==> src/rtl/core/cmas_pkg.sv <==
// Shared constants, register codes and controller/datapath interface types.
package cmas_pkg;

	// Default sizes handed to the top-level parameters.
	localparam int MAP_BLOCKS_DEF      = 4096;
	localparam int MAX_DIR_ENTRIES_DEF = 2048;

	// The used-block map is stored as rows of this many bits.
	localparam int ROW_BITS   = 8;
	localparam int ROW_SEL_W  = 3;

	// Configuration port geometry.
	localparam int CFG_IDX_W  = 2;
	localparam int CFG_DATA_W = 12;

	// Configuration register indexes.
	localparam logic [CFG_IDX_W-1:0] CFG_LAST_BLOCK     = 2'd0;
	localparam logic [CFG_IDX_W-1:0] CFG_BLOCK_SHIFT    = 2'd1;
	localparam logic [CFG_IDX_W-1:0] CFG_LAST_DIR_ENTRY = 2'd2;

	// Configuration reset values.
	localparam logic [11:0] LAST_BLOCK_RST     = 12'd194;
	localparam logic [2:0]  BLOCK_SHIFT_RST    = 3'd4;
	localparam logic [10:0] LAST_DIR_ENTRY_RST = 11'd63;

	// Directory entry layout.
	localparam logic [4:0] POS_USER      = 5'd0;
	localparam logic [4:0] POS_EXT_LO    = 5'd12;
	localparam logic [4:0] POS_EXT_HI    = 5'd14;
	localparam logic [4:0] POS_ALLOC     = 5'd16;
	localparam logic [4:0] POS_LAST      = 5'd31;
	localparam logic [7:0] USER_MAX      = 8'd31;
	localparam logic [7:0] EXT_HI_MASK   = 8'h3F;
	localparam logic [11:0] SHORT_BLK_MAX = 12'd255;

	// Minimum block size is 128 bytes.
	localparam int BLOCK_BASE_SHIFT = 7;

	// Commands from the controller to the datapath.
	typedef struct packed {
		logic accept;
		logic update;
		logic report;
		logic clear;
	} ctl_cmd_t;

	// Status from the datapath to the controller.
	typedef struct packed {
		logic final_byte;
		logic clear_last;
	} dp_status_t;

endpackage

==> src/rtl/core/cmas_ctrl.sv <==
// Controller state machine for the directory allocation statistics block.
module cmas_ctrl
	import cmas_pkg::*;
(
	input  logic       clk,
	input  logic       arst_n,
	input  logic       start,
	input  dp_status_t status,
	output ctl_cmd_t   cmd,
	output logic       busy,
	output logic       done
);

	typedef enum logic [3:0] {
		ST_CLEAR  = 4'b0001,
		ST_IDLE   = 4'b0010,
		ST_UPDATE = 4'b0100,
		ST_REPORT = 4'b1000
	} state_t;

	state_t state_q;
	state_t state_d;
	logic   done_q;

	// Next-state logic.
	always_comb begin
		state_d = state_q;
		unique case (state_q)
			ST_CLEAR: begin
				if (status.clear_last) state_d = ST_IDLE;
			end
			ST_IDLE: begin
				if (start) state_d = ST_UPDATE;
			end
			ST_UPDATE: begin
				state_d = status.final_byte ? ST_REPORT : ST_IDLE;
			end
			ST_REPORT: begin
				state_d = ST_CLEAR;
			end
			default: begin
				state_d = ST_CLEAR;
			end
		endcase
	end

	// State register and result strobe.
	always_ff @(posedge clk or negedge arst_n) begin
		if (!arst_n) begin
			state_q <= ST_CLEAR;
			done_q  <= 1'b0;
		end else begin
			state_q <= state_d;
			done_q  <= (state_q == ST_REPORT);
		end
	end

	// Commands to the datapath.
	always_comb begin
		cmd.accept = (state_q == ST_IDLE) && start;
		cmd.update = (state_q == ST_UPDATE);
		cmd.report = (state_q == ST_REPORT);
		cmd.clear  = (state_q == ST_CLEAR);
	end

	assign busy = (state_q != ST_IDLE);
	assign done = done_q;

endmodule

==> config.mk <==
export PLATFORM = sky130hd
export DESIGN_NAME = cmas_ctrl
export DESIGN_NICKNAME = d
export VERILOG_FILES = /design/src/rtl/core/cmas_pkg.sv /design/src/rtl/core/cmas_ctrl.sv
export SDC_FILE = /design/constraint.sdc
export NUM_CORES = 1
export LEC_CHECK = 0
export BUFFER_PORTS_ARGS = -buffer_cell sky130_fd_sc_hd__buf_2
export CAP_MARGIN = 10
export CORE_AREA = 2 2 39 41
export DETAILED_ROUTE_END_ITERATION = 6
export DIE_AREA = 0 0 41 43
export GPL_TIMING_DRIVEN = 0
export PLACE_DENSITY_LB_ADDON = 0.1
export SLEW_MARGIN = 20
export SYNTH_ARGS = -nofsm -noshare
export SYNTH_HDL_FRONTEND = slang
export SYNTH_SLANG_ARGS = --single-unit
==> constraint.sdc <==
create_clock -name clk -period 3.1 [get_ports clk]
set_input_delay 0.465 -clock clk [delete_from_list [all_inputs] [get_ports clk]]
set_output_delay 0.465 -clock clk [all_outputs]
set_load 0.01 [all_outputs]
==> impl_metrics.ini, run 1 <==
[global_routing]
grt_pass1_wl_um = 731
grt_max_degree = 6
grt_usage_pct = 6.85
gr-total-overflow = 0
first_global_vias = 191
antenna_found_initial = 0

[clocking]
clock_path_buffers = 2
cts_tree = done
htree_levels = 1
cts_sinks = 5
cts_resized = 0
postCtsSetupBuffers = 0
cts.clk_slew.worst_paths_ps = 40
cts_made_buffers = 3
cts_root_buf = clkbuf_4
cts_hold_buffers = 0
clk_latency_ps = 230

[timing]
worst_slew_pin_slew_ps = 434
fin_tns_setup_ps = 0
drv_slew = 0
slew_headroom_pct = 71.0
fin_skew_ps = 1.44
finalSetupViolations = 0
fin_crit_ps = 1930
rsz0062_at_grt = no
finalCritPeriodShare_pct = 62.3
hold_violations = 0
fmax_ghz = 0.518

[finish]
final_layout_size_suffix_gt1_share_pct = 50.0
nets = 40
final_cell_mix = 10 x buf_2, 4 x dfrtp_1, 3 x and2_1, 3 x clkbuf_4
final_common_cell = buf_2
antennaDiodeCount = 0
final_area_um2 = 335
num-fill-cells = 158
area_growth_pct = 40.3

[power]
p_per_area_nw_per_um2 = 815
peakVddDrop_mv = 0.227
finalPower_uw = 273
leakagePower_nw = 0.157

[critical_path]
worstRegToRegCells = 4
rrSetupSlack_ps = 1650
critPathMaxFanout = 4
max_stage_delay_ps = 550
worstReg2RegStart = state_q[0]
crit_path_end_kind = primary output
cp-start-kind = flop
critPathRequiredTime_ps = 2630
cpMaxStageDelayCell = dfstp_2
worst_ep_arrival_time_ps = 1470
critical_path_class = flop to primary output
path_cells = or4b_4 -> clkinv_1 -> buf_2
r2r-end = state_q[0]

[drt]
wire_per_inst_um = 9.48
drt-total-wl_um = 474
drt-pass1-iter-count = 3
viasPerCell = 3.90
drtIter0Drc = 4
drc_errors = 0
dr_total_vias = 195
antenna_left = 0

[synthesis]
synth_cells = 20
yosysWarnings = 0
seq_area_frac_synth_pct = 52.9
avgSynthCellArea_um2 = 11.9
synth.top_cell.area_share_pct = 41.9
synth_area_leaders = dfrtp_1 42%, nor4b_2 13%, dfstp_2 11%
synth_nets = 25
syn-cell-area_um2 = 239
ys_ff_latch = 5
yosysTopAreaCell = dfrtp_1
ys_types = 13

[placed_design]
io_buffers = 10
gp_congestion = 0.554
placed_cell_area_um2 = 309
dp_hpwl_um = 378

[worst_hold_path]
hp-class = input port to async pin

[floorplanning]
die_w_um = 41
initial_core_util_pct = 17.3
pin_count = 11
rows = 14
core-area_um2 = 1380
die-area_um2 = 1760
die_h_um = 43

[run_status]
status = finished, final reports clean

[job]
cap_violations = 0
cell families (layout without fill, tap and decap cells):
family / count (synthesis) / in the layout / synth area share, %
buffers and inverters: 2 / 16 / 3.14
and+or+nand+nor: 12 / 12 / 41.4
AOI/OAI and AO/OA: 1 / 1 / 2.62
DFF: 5 / 5 / 52.9
per-layer routing:
layer / share of wire (%) / GRT usage (%) / vias to the layer above
li1: - / - / 97
met1: 44 / 7.17 / 90
met2: 51 / 9.69 / 8
met3: 4.6 / 1.57 / 0
met4: 0 / 8.00 / 0
met5: 0 / 0 / -
stage by stage:
step                      hold slack [ps]  utilization [%]  setup slack (ps)  std cells
after floorplan                       169                -              1530         20
after global placement                287             22.3              1410         46
after detailed placement              290             22.3              1420         46
after CTS                            31.3             24.2              1150         50
after global routing                 39.9             24.2              1120         50
final                                34.3             24.2              1170         50
power breakdown:
group          total, mW  switching [mW]  leakage, nW  internal, mW
Clock             0.0730          0.0244       0.0150        0.0485
Sequential         0.104          0.0175       0.0646        0.0868
Combinational     0.0961          0.0455       0.0771        0.0506
Total              0.273          0.0875        0.157         0.186
area by class of cell:
type | instances | area, um2 | area share, %
multi-input combinational | 13 | 105 | 31.3
timing repair buffer | 10 | 50.0 | 14.9
clock buffer | 4 | 26.3 | 7.84
sequential | 5 | 126 | 37.7
tap | 16 | 20.0 | 5.97
inverter | 2 | 7.51 | 2.24
synthesized netlist by cell type:
library cell	count
dfstp_2	1
nor3_1	1
nor4b_2	2
dfrtp_1	4
nor2_1	1
inv_1	1
nand2b_1	2
and2_1	3
or2_1	1
clkinv_1	1
or4b_4	1
nor4b_1	1
a31oi_1	1
worst max-delay path by stage:
| stage | from | endpoint | slack (ps) | depth (start not counted) |
|---|---|---|---|---|
| 2_1_floorplan | state_q[0] | cmd[0] | 1530 | 2 |
| 3_3_place_gp | state_q[0] | cmd[0] | 1410 | 3 |
| 3_5_place_dp | state_q[0] | cmd[0] | 1420 | 3 |
| 4_1_cts | state_q[0] | cmd[0] | 1150 | 3 |
| 5_1_grt | state_q[0] | cmd[0] | 1120 | 3 |
| 6_report | state_q[0] | cmd[0] | 1170 | 3 |
critical path: cells and delay by family (launching register included):
kind | cells | cell delay, ps
flip-flops | 1 | 550
AND/OR/NAND/NOR | 1 | 490
buffers and inverters | 2 | 190
state kept, by name, indices dropped and copies added, names as in the netlist:
signal	cells
state_q	4
done	1
Note: power is estimated with default switching activity, not from simulation.
==> inputs of run 2 (changes only) <==
Settings changed: ABC_AREA from default to 1.
Clock period 3.1 ns to 1.9 ns, I/O delays scaled along.
==> run 2 against run 1 <==
  * Core utilization rose by 0.81 points
  * Clock power rose by 68%
  * Power rose by 65%
  * Register-to-register slack got worse by 880 ps
  * Flip-flop and latch count did not move
  * Die area did not move
  * Critical path type unchanged
  * Largest cell class unchanged
  * Highest routed layer unchanged
==> impl_metrics.ini, run 2 <==
[run_status]
status = finished, final reports clean

[drt]
viasPerCell = 3.63
dr_total_vias = 225
drc_errors = 0
antenna_left = 0
drt-pass1-iter-count = 6
wire_per_inst_um = 7.94
drt-total-wl_um = 492
drtIter0Drc = 8

[synthesis]
syn-cell-area_um2 = 240
synthTopCellsByCount = 7 x inv_1, 7 x nor2_1, 5 x nand2_1
synthAdderAreaFrac_pct = 0
yosysWarnings = 0
synth_area_leaders = dfrtp_1 42%, dfstp_2 11%, inv_1 11%
ys.flop_type = dfrtp_1
synth_nets = 36
yosysTopAreaCell = dfrtp_1
ys_ff_latch = 5
synth_xor_area_share_pct = 0
ys_types = 9
synth-edff-count = 0
avgSynthCellArea_um2 = 7.75
seq_area_frac_synth_pct = 52.6
synth-simple-area-share_pct = 36.5
synth_top_family_by_area = simple AND/OR/NAND/NOR gates
synth.top_cell.area_share_pct = 41.7
synth-async-reset-ratio_pct = 100
synthMuxAreaShare_pct = 0
synth_cells = 31
synth_compound_area_share_pct = 0

[global_routing]
grt_max_degree = 6
grt_use_met1_pct = 10.1
grtUsageMet3_pct = 3.14
first_global_vias = 213
met2_usage_pct = 8.13
busiest_layer = met4
antenna_found_initial = 0
gr-total-overflow = 0
grt_usage_pct = 8.17
grt_pass1_wl_um = 855

[timing]
worst_slew_pin_slew_ps = 218
fin_crit_ps = 1440
hold_violations = 0
setup_ws_ps = 459
fin_tns_setup_ps = 0
fin_worst_hold_slack_ps = 277
finalCritPeriodShare_pct = 75.9
finalSetupViolations = 0
slew_headroom_pct = 85.4
fin_skew_ps = 0.965
drv_slew = 0
fmax_ghz = 0.694
rsz0062_at_grt = no

[placed_design]
gp_congestion = 0.712
io_buffers = 10
dp_hpwl_um = 403
place_worst_setup_slack_ps = 714

[critical_path]
rrSetupSlack_ps = 770
critPathMaxFanout = 3
cp-start-kind = flop
critical_path_class = flop to primary output
crit_path_end_kind = primary output
critPathRequiredTime_ps = 1620
worst_ep_arrival_time_ps = 1160

[clocking]
clock_path_buffers = 2
htree_levels = 1
cts_made_buffers = 3
cts_tree = done
cts_sinks = 5
clk_latency_ps = 240
cts.clk_slew.worst_paths_ps = 40
cts_root_buf = clkbuf_4

[finish]
area_growth_pct = 44.3
final_cell_mix = 10 x buf_2, 7 x inv_1, 7 x nor2_1
final_layout_size_suffix_gt1_share_pct = 34.8
antennaDiodeCount = 0
fin_util_pct = 25.0
largest_reg_flops = 4
final_common_cell = buf_2
top_register = state_q
nets = 52

[power]
leakagePower_nw = 0.212
peakVddDrop_mv = 0.499
p_per_area_nw_per_um2 = 1300

[worst_hold_path]
hp-class = input port to flop

[floorplanning]
die-area_um2 = 1760
core-area_um2 = 1380
rows = 14
pin_count = 11
initial_core_util_pct = 17.4
die_w_um = 41
die_h_um = 43

[job]
cap_violations = 0
-- run 2: area by class of cell --
class,count,area (um2)
inverter,7,26.3
timing repair buffer,11,60.1
multi-input combinational,19,87.6
fill,157,1040
tap,16,20.0
sequential,5,126
clock buffer,4,26.3
-- run 2: path summary, 6_finish.rpt --
check / from / endpoint / cells past startpoint
worst max-delay path: state_q[1] / cmd[1] / 4
min in group asynchronous: arst_n / done / 2
worst min register to register: state_q[2] / done / 1
worst max register to register: state_q[3] / state_q[1] / 5
max in group asynchronous: arst_n / state_q[0] / 2
worst min-delay path: status[0] / state_q[0] / 3
-- run 2: metal layers --
layer / vias up / share of wire, %
met1: 95 / 47
li1: 122 / -
met4: 0 / 0
met3: 0 / 7.5
met2: 8 / 45
met5: - / 0
-- run 2: kinds of logic (layout without fill, tap and decap cells) --
| group | count (synthesis) | count (layout) |
|---|---|---|
| flops | 5 | 5 |
| buf+inv | 7 | 22 |
| simple gates | 19 | 19 |
-- run 2: worst max-delay path, cell delays in order (launching register included) --
cell	delay [ps]
dfrtp_1	370
nor2_1	210
nand2_1	70
nor2_1	120
buf_2	150
-- run 2: repair_timing --
item	4_1_cts	5_1_grt
hold buffers	1	0
resized for setup	0	0
hold endpoints to repair	4	0
buffers inserted	0	0
-- run 2: report_power, final --
group	total (mW)	internal (mW)	switching [mW]
clock	0.123	0.0794	0.0432
sequential	0.161	0.141	0.0200
combinational	0.168	0.0662	0.102
total	0.452	0.287	0.165
-- run 2: through the flow --
stage / area (um2) / power (mW) / instances
final: 347 / 0.452 / 62
after global routing: 347 / 0.499 / 62
after CTS: 347 / 0.460 / 62
after detailed placement: 310 / 0.333 / 57
after global placement: 310 / 0.331 / 57
after floorplan: 240 / 0.277 / 31
